**src/design/fdd_pkg.sv**
```systemverilog
// Shared types and constants for the float to decimal digit streamer.
package fdd_pkg;

  localparam int unsigned WORD_W    = 32;
  localparam int unsigned FRAC_BITS = 23;
  localparam int unsigned SIG_W     = FRAC_BITS + 1;
  localparam int unsigned EXP_W     = 8;
  localparam int unsigned NDIGITS   = 8;
  localparam int unsigned BCD_W     = 4 * NDIGITS;
  localparam int unsigned CNT_W     = 5;
  localparam int unsigned NDIG_W    = 4;
  localparam int unsigned SYM_W     = 4;
  localparam int unsigned TDATA_W   = 8;

  localparam logic [EXP_W-1:0] EXP_BIAS = 8'd127;
  localparam logic [EXP_W-1:0] EXP_MAX  = 8'd150;  // bias plus fraction bits

  localparam logic [SYM_W-1:0] SYM_ZERO  = 4'd0;
  localparam logic [SYM_W-1:0] SYM_MINUS = 4'd10;
  localparam logic [SYM_W-1:0] SYM_POINT = 4'd11;

  typedef enum logic [2:0] {
    ST_IDLE,
    ST_OOR,
    ST_CONV,
    ST_SIGN,
    ST_TRIM,
    ST_INT,
    ST_POINT,
    ST_FRAC
  } state_e;

  typedef enum logic [2:0] {
    SEL_OOR,
    SEL_MINUS,
    SEL_INT,
    SEL_POINT,
    SEL_FRAC
  } sym_sel_e;

  typedef struct packed {
    logic     load;
    logic     dd_step;
    logic     bcd_shift;
    logic     frac_step;
    logic     emit;
    sym_sel_e sel;
    logic     last;
    logic     oor;
  } cmd_t;

  typedef struct packed {
    logic in_oor;
    logic sign;
    logic conv_done;
    logic top_zero;
    logic ndig_one;
    logic frac_zero;
    logic frac_next_zero;
    logic out_free;
  } sts_t;

endpackage

```
**src/design/fdd_ctrl.sv**
```systemverilog
// Controller state machine sequencing conversion and symbol output.
module fdd_ctrl (
  input  logic          clk_i,
  input  logic          rst_ni,
  input  logic          in_valid_i,
  output logic          in_ready_o,
  input  fdd_pkg::sts_t sts_i,
  output fdd_pkg::cmd_t cmd_o
);

  fdd_pkg::state_e state_q, state_d;

  always_ff @(posedge clk_i or negedge rst_ni) begin
    if (!rst_ni) begin
      state_q <= fdd_pkg::ST_IDLE;
    end else begin
      state_q <= state_d;
    end
  end

  // next state
  always_comb begin
    state_d = state_q;
    case (state_q)
      fdd_pkg::ST_IDLE: begin
        if (in_valid_i) begin
          state_d = sts_i.in_oor ? fdd_pkg::ST_OOR : fdd_pkg::ST_CONV;
        end
      end
      fdd_pkg::ST_OOR: begin
        if (sts_i.out_free) state_d = fdd_pkg::ST_IDLE;
      end
      fdd_pkg::ST_CONV: begin
        if (sts_i.conv_done) begin
          state_d = sts_i.sign ? fdd_pkg::ST_SIGN : fdd_pkg::ST_TRIM;
        end
      end
      fdd_pkg::ST_SIGN: begin
        if (sts_i.out_free) state_d = fdd_pkg::ST_TRIM;
      end
      fdd_pkg::ST_TRIM: begin
        if (!sts_i.top_zero) state_d = fdd_pkg::ST_INT;
      end
      fdd_pkg::ST_INT: begin
        if (sts_i.out_free && sts_i.ndig_one) begin
          state_d = sts_i.frac_zero ? fdd_pkg::ST_IDLE : fdd_pkg::ST_POINT;
        end
      end
      fdd_pkg::ST_POINT: begin
        if (sts_i.out_free) state_d = fdd_pkg::ST_FRAC;
      end
      fdd_pkg::ST_FRAC: begin
        if (sts_i.out_free && sts_i.frac_next_zero) state_d = fdd_pkg::ST_IDLE;
      end
      default: state_d = fdd_pkg::ST_IDLE;
    endcase
  end

  // outputs
  always_comb begin
    cmd_o      = '0;
    cmd_o.sel  = fdd_pkg::SEL_OOR;
    in_ready_o = 1'b0;
    case (state_q)
      fdd_pkg::ST_IDLE: begin
        in_ready_o = 1'b1;
        cmd_o.load = in_valid_i;
      end
      fdd_pkg::ST_OOR: begin
        cmd_o.emit = sts_i.out_free;
        cmd_o.sel  = fdd_pkg::SEL_OOR;
        cmd_o.last = 1'b1;
        cmd_o.oor  = 1'b1;
      end
      fdd_pkg::ST_CONV: begin
        cmd_o.dd_step = 1'b1;
      end
      fdd_pkg::ST_SIGN: begin
        cmd_o.emit = sts_i.out_free;
        cmd_o.sel  = fdd_pkg::SEL_MINUS;
      end
      fdd_pkg::ST_TRIM: begin
        cmd_o.bcd_shift = sts_i.top_zero;
      end
      fdd_pkg::ST_INT: begin
        cmd_o.emit      = sts_i.out_free;
        cmd_o.bcd_shift = sts_i.out_free;
        cmd_o.sel       = fdd_pkg::SEL_INT;
        cmd_o.last      = sts_i.ndig_one && sts_i.frac_zero;
      end
      fdd_pkg::ST_POINT: begin
        cmd_o.emit = sts_i.out_free;
        cmd_o.sel  = fdd_pkg::SEL_POINT;
      end
      fdd_pkg::ST_FRAC: begin
        cmd_o.emit      = sts_i.out_free;
        cmd_o.frac_step = sts_i.out_free;
        cmd_o.sel       = fdd_pkg::SEL_FRAC;
        cmd_o.last      = sts_i.frac_next_zero;
      end
      default: begin
        cmd_o = '0;
      end
    endcase
  end

  a_trim_not_past_lead: assert property (@(posedge clk_i) disable iff (!rst_ni)
    (state_q == fdd_pkg::ST_TRIM) |-> !sts_i.ndig_one || !sts_i.top_zero)
    else $error("leading zero trim ran past the last digit");

  a_int_after_trim: assert property (@(posedge clk_i) disable iff (!rst_ni)
    (state_q == fdd_pkg::ST_INT) && !$past(state_q == fdd_pkg::ST_INT)
      |-> $past(state_q == fdd_pkg::ST_TRIM))
    else $error("integer digits entered without trim");

  a_point_needs_fraction: assert property (@(posedge clk_i) disable iff (!rst_ni)
    (state_q == fdd_pkg::ST_POINT) |-> !sts_i.frac_zero)
    else $error("point emitted with zero fraction");

endmodule

```
**src/design/fdd_dp.sv**
```systemverilog
// Datapath: double-dabble converter, fraction times ten step, output register.
module fdd_dp (
  input  logic                          clk_i,
  input  logic                          rst_ni,
  input  logic [fdd_pkg::WORD_W-1:0]    in_word_i,
  input  fdd_pkg::cmd_t                 cmd_i,
  output fdd_pkg::sts_t                 sts_o,
  output logic                          out_valid_o,
  input  logic                          out_ready_i,
  output logic [fdd_pkg::SYM_W-1:0]     out_sym_o,
  output logic                          out_last_o,
  output logic                          out_oor_o
);

  localparam int unsigned SigW  = fdd_pkg::SIG_W;
  localparam int unsigned FracW = fdd_pkg::FRAC_BITS;
  localparam int unsigned BcdW  = fdd_pkg::BCD_W;
  localparam int unsigned ProdW = FracW + 4;

  logic [fdd_pkg::EXP_W-1:0]  exp_in;
  logic [fdd_pkg::EXP_W-1:0]  p_full;
  logic                       sign_q;
  logic [SigW-1:0]            sr_q, sr_d;
  logic [BcdW-1:0]            bcd_q, bcd_d, bcd_adj;
  logic [fdd_pkg::CNT_W-1:0]  cnt_q, cnt_d;
  logic [fdd_pkg::NDIG_W-1:0] ndig_q, ndig_d;
  logic [FracW-1:0]           frac;
  logic [ProdW-1:0]           prod;
  logic [fdd_pkg::SYM_W-1:0]  sym;
  logic                       out_valid_q;
  logic [fdd_pkg::SYM_W-1:0]  out_sym_q;
  logic                       out_last_q;
  logic                       out_oor_q;

  assign exp_in = in_word_i[fdd_pkg::WORD_W-2 -: fdd_pkg::EXP_W];
  assign p_full = exp_in - fdd_pkg::EXP_BIAS;

  // after conversion the fraction sits left-aligned in sr_q[SigW-1:1]
  assign frac = sr_q[SigW-1:1];
  assign prod = {frac, 3'b000} + {2'b00, frac, 1'b0};

  always_comb begin
    for (int i = 0; i < fdd_pkg::NDIGITS; i++) begin
      bcd_adj[4*i +: 4] = (bcd_q[4*i +: 4] >= 4'd5) ? bcd_q[4*i +: 4] + 4'd3
                                                     : bcd_q[4*i +: 4];
    end
  end

  always_comb begin
    sr_d   = sr_q;
    bcd_d  = bcd_q;
    cnt_d  = cnt_q;
    ndig_d = ndig_q;
    if (cmd_i.load) begin
      sr_d   = {1'b1, in_word_i[FracW-1:0]};
      bcd_d  = '0;
      cnt_d  = p_full[fdd_pkg::CNT_W-1:0];
      ndig_d = fdd_pkg::NDIG_W'(fdd_pkg::NDIGITS);
    end else if (cmd_i.dd_step) begin
      bcd_d = {bcd_adj[BcdW-2:0], sr_q[SigW-1]};
      sr_d  = {sr_q[SigW-2:0], 1'b0};
      cnt_d = cnt_q - 1'b1;
    end else if (cmd_i.bcd_shift) begin
      bcd_d  = {bcd_q[BcdW-5:0], 4'd0};
      ndig_d = ndig_q - 1'b1;
    end else if (cmd_i.frac_step) begin
      sr_d = {prod[FracW-1:0], 1'b0};
    end
  end

  always_ff @(posedge clk_i) begin
    sr_q   <= sr_d;
    bcd_q  <= bcd_d;
    cnt_q  <= cnt_d;
    ndig_q <= ndig_d;
    if (cmd_i.load) sign_q <= in_word_i[fdd_pkg::WORD_W-1];
  end

  always_comb begin
    case (cmd_i.sel)
      fdd_pkg::SEL_OOR:   sym = fdd_pkg::SYM_ZERO;
      fdd_pkg::SEL_MINUS: sym = fdd_pkg::SYM_MINUS;
      fdd_pkg::SEL_INT:   sym = bcd_q[BcdW-1 -: 4];
      fdd_pkg::SEL_POINT: sym = fdd_pkg::SYM_POINT;
      fdd_pkg::SEL_FRAC:  sym = prod[ProdW-1 -: 4];
      default:            sym = fdd_pkg::SYM_ZERO;
    endcase
  end

  // output word register
  always_ff @(posedge clk_i or negedge rst_ni) begin
    if (!rst_ni) begin
      out_valid_q <= 1'b0;
    end else if (cmd_i.emit) begin
      out_valid_q <= 1'b1;
    end else if (out_ready_i) begin
      out_valid_q <= 1'b0;
    end
  end

  always_ff @(posedge clk_i) begin
    if (cmd_i.emit) begin
      out_sym_q  <= sym;
      out_last_q <= cmd_i.last;
      out_oor_q  <= cmd_i.oor;
    end
  end

  assign out_valid_o = out_valid_q;
  assign out_sym_o   = out_sym_q;
  assign out_last_o  = out_last_q;
  assign out_oor_o   = out_oor_q;

  assign sts_o.in_oor         = (exp_in < fdd_pkg::EXP_BIAS) || (exp_in > fdd_pkg::EXP_MAX);
  assign sts_o.sign           = sign_q;
  assign sts_o.conv_done      = (cnt_q == '0);
  assign sts_o.top_zero       = (bcd_q[BcdW-1 -: 4] == 4'd0);
  assign sts_o.ndig_one       = (ndig_q == fdd_pkg::NDIG_W'(1));
  assign sts_o.frac_zero      = (frac == '0);
  assign sts_o.frac_next_zero = (prod[FracW-1:0] == '0);
  assign sts_o.out_free       = !out_valid_q || out_ready_i;

  a_emit_when_free: assert property (@(posedge clk_i) disable iff (!rst_ni)
    cmd_i.emit |-> sts_o.out_free)
    else $error("word emitted over an untaken word");

  a_oor_is_last: assert property (@(posedge clk_i) disable iff (!rst_ni)
    out_valid_q && out_oor_q |-> out_last_q && (out_sym_q == fdd_pkg::SYM_ZERO))
    else $error("out of range word not a lone zero");

  a_frac_step_nonzero: assert property (@(posedge clk_i) disable iff (!rst_ni)
    cmd_i.frac_step |-> !sts_o.frac_zero)
    else $error("fraction step on zero fraction");

  a_digit_decimal: assert property (@(posedge clk_i) disable iff (!rst_ni)
    cmd_i.emit && (cmd_i.sel == fdd_pkg::SEL_INT || cmd_i.sel == fdd_pkg::SEL_FRAC)
      |-> sym <= 4'd9)
    else $error("digit out of decimal range");

endmodule

```
**src/design/float_to_decimal_digits.sv**
```systemverilog
// Top level: IEEE 754 single word in, stream of decimal symbols out.
//
//  channel   dir  tdata                     tlast        tuser
//  s_axis    in   [31:0] float_bits         -            -
//  m_axis    out  [3:0] symbol, [7:4] zero  last symbol  out_of_range
//
// One word at a time: an accept step, double-dabble steps (one bit of the
// integer part each), a trim step per leading zero of the eight digits,
// then the output symbols one by one.
// Out-of-range exponents give a single flagged word.
// Reset clears the controller and the output valid; a stalled m_axis holds
// the output word and pauses the sequencer in its emitting states.
module float_to_decimal_digits (
  input  logic                          clk_i,
  input  logic                          rst_ni,
  input  logic                          s_axis_tvalid_i,
  output logic                          s_axis_tready_o,
  input  logic [fdd_pkg::WORD_W-1:0]    s_axis_tdata_i,   // [31:0] float_bits
  output logic                          m_axis_tvalid_o,
  input  logic                          m_axis_tready_i,
  output logic [fdd_pkg::TDATA_W-1:0]   m_axis_tdata_o,   // [3:0] symbol, [7:4] zero
  output logic                          m_axis_tlast_o,   // last
  output logic                          m_axis_tuser_o    // [0] out_of_range
);

  fdd_pkg::cmd_t             cmd;
  fdd_pkg::sts_t             sts;
  logic [fdd_pkg::SYM_W-1:0] sym;

  fdd_ctrl u_ctrl (
    .clk_i      (clk_i),
    .rst_ni     (rst_ni),
    .in_valid_i (s_axis_tvalid_i),
    .in_ready_o (s_axis_tready_o),
    .sts_i      (sts),
    .cmd_o      (cmd)
  );

  fdd_dp u_dp (
    .clk_i       (clk_i),
    .rst_ni      (rst_ni),
    .in_word_i   (s_axis_tdata_i),
    .cmd_i       (cmd),
    .sts_o       (sts),
    .out_valid_o (m_axis_tvalid_o),
    .out_ready_i (m_axis_tready_i),
    .out_sym_o   (sym),
    .out_last_o  (m_axis_tlast_o),
    .out_oor_o   (m_axis_tuser_o)
  );

  assign m_axis_tdata_o = {{(fdd_pkg::TDATA_W - fdd_pkg::SYM_W){1'b0}}, sym};

endmodule
```
**config.mk**
```make
export PLATFORM = sky130hd
export DESIGN_NAME = float_to_decimal_digits
export DESIGN_NICKNAME = d
export VERILOG_FILES = /design/src/design/fdd_pkg.sv /design/src/design/fdd_ctrl.sv /design/src/design/fdd_dp.sv /design/src/design/float_to_decimal_digits.sv
export SDC_FILE = /design/constraint.sdc
export NUM_CORES = 1
export LEC_CHECK = 0
export BUFFER_PORTS_ARGS = -buffer_cell sky130_fd_sc_hd__buf_4
export CORE_ASPECT_RATIO = 0.75
export CORE_MARGIN = 5
export CORE_UTILIZATION = 45
export CTS_BUF_LIST = sky130_fd_sc_hd__clkbuf_8
export CTS_CLUSTER_SIZE = 30
export DETAILED_ROUTE_END_ITERATION = 6
export HOLD_SLACK_MARGIN = 0.12
export SLEW_MARGIN = 15
export SYNTH_ARGS = -nofsm -noshare
export SYNTH_HDL_FRONTEND = slang
export SYNTH_SLANG_ARGS = --single-unit
```
**constraint.sdc**
```tcl
create_clock -name clk_i -period 3.4 [get_ports clk_i]
set_clock_uncertainty 0.15 [all_clocks]
set_input_delay 0.17 -clock clk_i [delete_from_list [all_inputs] [get_ports clk_i]]
set_output_delay 0.17 -clock clk_i [all_outputs]
set_load 0.03 [all_outputs]
```
== Word level (Yosys, flattened, before mapping) ==
Index checks and enable logic that the tools add are counted.
Storage, ports and cells
  word-level logic and storage cells: 115
  input port bits: 36
  register bits: 76
Cells by class
  magnitude comparators: 10
  $add $sub $neg: 12
  reductions and logical operators: 20
  bitwise logic cells: 1
  equality and inequality tests: 22
  mux-type cells: 39
Operator list (count)
  24-bit two-way mux: 3
  32-bit two-way mux: 2
  23-bit zero test: 2
  3-bit two-way mux: 11
  4-bit by 3-bit >= comparator with 1-bit output, second input constant: 8
  4-bit by 2-bit adder with 4-bit output, second input constant: 7
  4-bit two-way mux: 7
  26-bit by 24-bit adder with 27-bit output: 1
  3-bit one-hot mux with 8 select lines: 1
  23-bit two-way mux: 1
  4-bit one-hot mux with 5 select lines: 1
  4-bit one-hot mux with 4 select lines: 1
  3-bit == test, second input constant: 5
  3-bit by 2-bit == test with 1-bit output, second input constant: 4
  2-bit by 1-bit inequality test with 1-bit output, second input constant: 6
  5-bit two-way mux: 2
  8-bit > comparator, second input constant: 1
  8-bit by 7-bit < comparator with 1-bit output, second input constant: 1
  8-bit AND reduction: 1
  2-bit nonzero test: 4
  1-bit two-way mux: 7
  3-bit by 1-bit == test with 1-bit output, second input constant: 2
  2-bit inequality test, second input constant: 3
  2-bit AND reduction: 3
  other kinds (17): 20

== Longest topological paths before layout ==
Gate-level depths: netlist of the first run.
  word-level depth: 7
  depth in mapped cells: 10
  gate-level depth less buffers: 10

== Cells and area by module ==
Synthesis of the first run repeated with hierarchy kept, for this count alone.
Second synthesis, totals
  cells, all modules: 686
  area total of the unflattened synthesis: 5839.4 um^2
Modules (own cells, without submodules)
  fdd_dp: area each 5385.2 um^2, instances 1, cells each 624
  fdd_ctrl: area each 420.4 um^2, instances 1, cells each 57
  float_to_decimal_digits: area each 33.8 um^2, instances 1, cells each 5

== Least setup slack after synthesis of the first run ==
No wires, ideal clock.
  path type: reg2reg
  start point: register u_ctrl.state_q[2]
  end point: register u_dp.sr_q[0] (enable)
  arrival: 2.478 ns
  path slack: 0.394 ns
  library setup time: 0.379 ns
  cell stages (with the launch flop): 6
  clock period less this slack: 3.006 ns
  path buffers: 1
  path through: dfrtp_1 clkbuf_1 nor3_1 nand2_1 nand2_1 a21o_1
On the way
  word-level cells in the longest chain between the ends: 4
  elaborated cells on any way between the ends: 12
  those cells by class: eq/ne: 5; mux: 4; reduce/logical: 3
Ends and longest elaborated chain
  from (decl): line fdd_ctrl.sv:11  | fdd_pkg::state_e state_q, state_d;
  from (signal assigned): line fdd_ctrl.sv:15  | state_q <= fdd_pkg::ST_IDLE;
  from (signal assigned): line fdd_ctrl.sv:17  | state_q <= state_d;
  3-bit == test (tied with other cells): line fdd_ctrl.sv:64  | case (state_q)
  1-bit one-hot mux with 2 select lines or 1-bit two-way mux (tied branches): line fdd_ctrl.sv:64
  3-bit by 1-bit inequality test with 1-bit output (no line) or 3-bit nonzero test (tied branches)
  2-bit AND reduction (no line) (*)
  to (signal assigned): line fdd_dp.sv:72  | sr_q <= sr_d;
  to (decl): line fdd_dp.sv:23  | logic [SigW-1:0] sr_q, sr_d;
Every way passes the cells marked *; elsewhere a longest branch is shown, timed or not.
A chain may end at the register's enable or synchronous reset.

== Worst setup path in the final report of the first run ==
  start point: register u_dp.sr_q[3]
  end point: register u_dp.out_sym_q (netlist bit u_dp.out_sym_o[2]) (data pin)
On the way
  word-level cells in the longest chain between the ends: 2
Ends and longest elaborated chain
  26-bit by 24-bit adder with 27-bit output: line fdd_dp.sv:40  | assign prod = {frac, 3'b000} + {2'b00, frac, 1'b0};
  4-bit one-hot mux with 4 select lines: line fdd_dp.sv:80  | case (cmd_i.sel)
  via u_dp.sym, one bit: line fdd_dp.sv:29  | logic [fdd_pkg::SYM_W-1:0] sym;
  to (signal assigned): line fdd_dp.sv:103  | out_sym_q <= sym;
  to (decl): line fdd_dp.sv:31  | logic [fdd_pkg::SYM_W-1:0] out_sym_q;
The timed path passes the listed nets, and every way through them passes these cells.

==> run_results.csv, run 1 <==
group,metric,value,unit
run_status,status,"completed",
cells_and_area,design_area,6610,um^2
power_and_ir_drop,p_comb_frac,0.651,
cells_and_area,multiInputGateArea,3440,um^2
clocking,clockRootBuffer,"clkbuf_8",
hold_path,hp-class,"in -> reg",
floorplan,die_y,106,um
route,antenna_left,0,
floorplan,boundaryPins,48,
route,drtPass1Iterations,5,
placed_design,portBuffers,43,
synthesis,avgSynthCellArea,8.24,um^2
floorplan,rows,35,
placed_design,place.gp.congestion,0.945,
global_routing,grt_pass1_vias,4880,
power_and_ir_drop,leakage,2.54,nW
job,drv_cap,0,
power_and_ir_drop,clock_power_share,0.089,
synthesis,yosys_register_bits,76,
synthesis,yosysMostFrequentCell,"nand2_1",
timing,finalMaxSlewViolations,0,
route,wl_per_cell,16.3,um
global_routing,grt_max_degree,34,
placed_design,place_hpwl,10800,um
power_and_ir_drop,peakVddDrop,0.000611,V
cells_and_area,fillers,1126,
synthesis,synth_top_area_share,0.189,
cells_and_area,syn2layout_area_growth,18.8,%
power_and_ir_drop,power_density,1200,nW/um^2
route,drtIter0Drc,405,
power_and_ir_drop,seqPwrFrac,0.260,
synthesis,yosysWarnings,0,
power_and_ir_drop,p_sw,3.93,mW
route,vias,5207,
timing,slew_headroom,0.422,
synthesis,yosysTopAreaCell,"edfxtp_1",
floorplan,die_x,138,um
clocking,htreeDepth,3,
global_routing,overflow,0,
setup_path,cp-end-kind,"flip-flop",
synthesis,synth_edf_count,35,
setup_path,crit_type,"reg -> reg",
clocking,cts_buffer_depth,2,
route,drcViolationCount,0,
cells_and_area,drive_gt1_frac,0.120,
synthesis,async_flop_share,0.0526,
synthesis,synth-main-ff-cell,"dfxtp_1",
timing,worst_pin_slew,0.856,ns
timing,setup_viol,0,
global_routing,grt_pass1_wl,24700,um
floorplan,start_util,0.456,
synthesis,ys_seq_area_frac,0.340,
cells_and_area,seqCellArea,1890,um^2
synthesis,ys_types,68,
power_and_ir_drop,intPower,3.99,mW
synthesis,synthTopCellsByCount,"76 x nand2_1, 72 x nor2_1, 70 x a21oi_1",
cells_and_area,nNetsFinal,823,
clocking,cts_tree,"yes",
placed_design,dp_worst_setup_slack,-0.00233,ns
route,viasPerCell,5.70,
global_routing,track_usage,0.203,
setup_path,arrival,3.20,ns
timing,period_share,0.952,
floorplan,core_area,12200,um^2
clocking,cts.sinks,76,
setup_path,required,3.36,ns
timing,fmax,309,MHz
clocking,path_clk_slew,0.09,ns
setup_path,path_max_fanout,4,
synthesis,netlist_area,5570,um^2
setup_path,critPathLaunchType,"flip-flop",
timing,fin_ws,0.165,ns
global_routing,antenna_found_initial,0,
route,drt-total-wl,14900,um
timing,hold_viol_final,0,
synthesis,yosys-top-cells-area,"edfxtp_1 19%, dfxtp_1 13%, ha_1 9.9%",
clocking,insertion_delay,0.36,ns
timing,rsz0062_at_grt,"false",
placed_design,placed_area,6070,um^2
timing,hold_ws,0.321,ns
power_and_ir_drop,swShare,0.496,
floorplan,dieArea,14700,um^2
clocking,cts_buffers,9,
cells_and_area,insertedDiodeCount,0,
timing,layout_min_cycle_time,3.24,ns
synthesis,postSynthCellCount,675,
-- what timing repair did --
action                                 CTS  global route
gates cloned                             0             0
buffers inserted                         0             0
setup endpoints to repair                1             6
endpoints found under the hold margin   34             0
hold buffers                            33             0
gates resized for setup                  1             2
-- per-layer routing --
metal  part of all wire  track usage
met5                  0            0
met4              0.011       0.0437
met3              0.066       0.0351
met2               0.42        0.303
met1               0.51        0.306
-- cell type report --
type                       count  share of cell area
clock buffer                  10              0.0208
clock inverter                 6             0.00851
inverter                      32              0.0182
multi-input combinational    534               0.520
sequential                    76               0.286
tap                          166              0.0314
timing repair buffer          89               0.115
-- worst paths after layout --
path	start	end	slack, ns	cells after the start
min in group asynchronous	rst_ni	u_dp.out_valid_o	0.58	3
min	m_axis_tready_i	u_dp.out_valid_o	0.32	3
max in group asynchronous	rst_ni	u_ctrl.state_q[2]	2.34	3
max	u_dp.sr_q[3]	u_dp.out_sym_o[2]	0.16	10
max reg2reg	u_dp.sr_q[3]	u_dp.out_sym_o[2]	0.16	10
min reg2reg	u_dp.ndig_q[3]	u_dp.ndig_q[3]	0.36	2
-- registers in the layout (all words and copies together) (netlist names) --
signal and flops:
u_dp.ndig_q 4, u_dp.cnt_q 5, u_dp.out_last_o 1, u_dp.sign_q 1, u_dp.out_sym_o 4, u_ctrl.state_q 3
u_dp.out_valid_o 1, u_dp.bcd_q 32, u_dp.sr_q 24, u_dp.out_oor_o 1
-- critical path: stages, from the launching register on --
cell,delay (ns)
edfxtp_1,0.46
ha_1,0.26
fa_1,0.43
a211oi_2,0.28
o211ai_1,0.24
a21oi_2,0.30
o21ai_1,0.11
a41o_1,0.27
nand2_1,0.07
nor4_1,0.04
or3_1,0.36
-- cells in the final DEF (no fill, tap or decap), types with 18 or more instances in the layout --
cell            n
a21oi_1        69
buf_4          55
dfxtp_1        37
dlygate4sd3_1  33
edfxtp_1       35
ha_1           44
inv_1          32
nand2_1        76
nor2_1         71
nor3_1         18
o21ai_0        46
xnor2_1        21
-- power by group through the flow --
stage	logic [mW]	registers (mW)	clock network, mW
global placement	4.90	2.06	0
detailed placement	4.99	2.07	0
finish	5.16	2.06	0.708
floorplan	3.85	1.96	0
global route	5.76	2.12	0.762
CTS	5.06	2.05	0.737
-- logic make-up (layout without fill, tap and decap cells) --
family | Yosys count | count (layout) | synth area share
mux | 4 | 4 | 0.00719
buf+inv | 68 | 137 | 0.0497
fa+ha+maj | 45 | 45 | 0.103
other cells | 1 | 4 | 0.000674
xor+xnor | 35 | 35 | 0.0551
compound gates | 220 | 220 | 0.258
simple gates | 226 | 226 | 0.187
flops | 76 | 76 | 0.340
-- stage by stage --
stage	cells	power, mW	util	TNS [ns]
final	913	7.93	0.541	0
after global routing	913	8.64	0.541	0
after detailed placement	864	7.06	0.497	-0.00233
after global placement	864	6.96	0.497	0
after floorplan	678	5.81	-	0
after CTS	913	7.85	0.540	0
Note: power is estimated with default switching activity, not from simulation.
==> run 2: changes to the inputs <==
- CAP_MARGIN: not set -> 20
- CORE_ASPECT_RATIO: 0.75 -> 1.5
==> run_results.csv, run 2 (synthesis results as in run 1) <==
group,metric,value,unit
floorplan,die_x,101,um
cells_and_area,insertedDiodeCount,0,
timing,hold_viol_final,0,
cells_and_area,fin_util,0.547,
floorplan,die_y,146,um
cells_and_area,layout_commonest_cell,"nand2_1",
cells_and_area,multiInputGateArea,3440,um^2
power_and_ir_drop,power_density,1210,nW/um^2
timing,finalMaxSlewViolations,0,
clocking,cts_buffer_depth,2,
global_routing,antenna_found_initial,0,
clocking,cts_buffers,9,
setup_path,required,3.45,ns
floorplan,start_util,0.461,
route,drcViolationCount,0,
power_and_ir_drop,clock_power_share,0.087,
timing,hold_ws,0.137,ns
placed_design,place_hpwl,11300,um
setup_path,critPathLaunchType,"flip-flop",
cells_and_area,syn2layout_area_growth,18.7,%
floorplan,dieArea,14700,um^2
route,antenna_left,0,
setup_path,arrival,3.27,ns
timing,fin_ws,0.179,ns
placed_design,place.gp.congestion,0.868,
route,drtIter0Drc,205,
timing,setup_viol,0,
cells_and_area,seqCellArea,1890,um^2
clocking,htreeDepth,3,
clocking,cts_tree,"yes",
timing,setup-tns-final,0,ns
power_and_ir_drop,leakage,2.56,nW
timing,fmax,311,MHz
route,wl_per_cell,16.9,um
placed_design,placed_area,6050,um^2
clocking,cts.sinks,76,
route,viasPerCell,5.79,
placed_design,dp_worst_setup_slack,0.159,ns
cells_and_area,largest_reg_flops,32,
cells_and_area,design_area,6600,um^2
cells_and_area,fin_cells,904,
job,drv_cap,0,
power_and_ir_drop,p_total,8.00,mW
floorplan,core_area,12100,um^2
run_status,status,"completed",
power_and_ir_drop,p_sw,3.93,mW
floorplan,boundaryPins,48,
power_and_ir_drop,swShare,0.491,
global_routing,overflow,0,
cells_and_area,final_cell_mix,"76 x nand2_1, 71 x nor2_1, 70 x a21oi_1",
global_routing,track_usage,0.213,
route,vias,5237,
timing,period_share,0.947,
power_and_ir_drop,peakVddDrop,0.000526,V
route,drtPass1Iterations,5,
power_and_ir_drop,p_comb_frac,0.656,
cells_and_area,fillers,1136,
cells_and_area,drive_gt1_frac,0.133,
clocking,clockRootBuffer,"clkbuf_8",
global_routing,grt_max_degree,40,
cells_and_area,largest-register,"u_dp.bcd_q",
placed_design,portBuffers,43,
clocking,path_clk_slew,0.08,ns
clocking,insertion_delay,0.36,ns
floorplan,rows,49,
global_routing,grt_pass1_vias,5390,
global_routing,grt_pass1_wl,25500,um
power_and_ir_drop,intPower,4.07,mW
setup_path,cp-end-kind,"flip-flop",
route,drt-total-wl,15300,um
cells_and_area,biggestRegsByFlops,"u_dp.bcd_q: 32 flops, u_dp.sr_q: 24 flops, u_dp.cnt_q: 5 flops",
setup_path,path_max_fanout,4,
hold_path,hp-class,"in -> reg",
timing,worst_pin_slew,0.857,ns
timing,layout_min_cycle_time,3.22,ns
cells_and_area,nNetsFinal,827,
setup_path,crit_type,"reg -> reg",
placed_design,dpl.cell_count,853,
timing,slew_headroom,0.421,
power_and_ir_drop,seqPwrFrac,0.256,
run 2: cell count changes in the layout (fill, tap and decap cells not counted), sizes merged:
cell         change
inv              -1
clkinvlp         +1
buf              +8
dlygate4sd3      -4
run 2: final timing paths:
| kind | startpoint | end | slack, ns | depth (start not counted) |
|---|---|---|---|---|
| setup / recovery | u_dp.sr_q[3] | u_ctrl.state_q[0] | 0.18 | 10 |
| hold / removal | s_axis_tdata_i[25] | u_dp.cnt_q[2] | 0.14 | 4 |
| setup reg to reg | u_dp.sr_q[3] | u_ctrl.state_q[0] | 0.18 | 10 |
| hold reg to reg | u_dp.ndig_q[1] | u_dp.ndig_q[1] | 0.38 | 2 |
| max in group asynchronous | rst_ni | u_ctrl.state_q[1] | 2.31 | 3 |
| min in group asynchronous | rst_ni | u_dp.out_valid_o | 0.59 | 3 |
run 2: power groups by stage:
| stage | clock (mW) | combinational, mW | sequential, mW |
|---|---|---|---|
| after detailed placement | 0 | 5.05 | 2.06 |
| after floorplan | 0 | 3.85 | 1.96 |
| after CTS | 0.717 | 5.10 | 2.04 |
| final | 0.699 | 5.25 | 2.05 |
| after global placement | 0 | 4.95 | 2.04 |
| after global routing | 0.754 | 5.90 | 2.10 |
run 2: worst max-delay path: stages, from the launching register on:
cell	delay (ns)
edfxtp_1	0.44
ha_1	0.26
fa_1	0.46
a211oi_4	0.28
o211ai_1	0.17
a21oi_2	0.26
o21ai_0	0.12
a211oi_1	0.30
and4_1	0.25
and4_1	0.23
a41oi_1	0.13
run 2: timing repair:
action                                 in CTS  in global routing
gates resized for setup                     0                  5
buffers inserted                            0                  6
hold buffers                               29                  0
setup endpoints to repair                   0                  5
endpoints found under the hold margin      30                  0
run 2: metal layers:
metal / part of all wire / global-route usage
met1: 0.39 / 0.233
met2: 0.55 / 0.396
met3: 0.031 / 0.0258
met4: 0.033 / 0.0951
met5: 0 / 0
run 2: cell type report:
type,instances,area share
multi-input combinational,534,0.520
sequential,76,0.286
timing repair buffer,93,0.117
tap,153,0.0290
clock buffer,10,0.0208
inverter,32,0.0182
clock inverter,6,0.00834
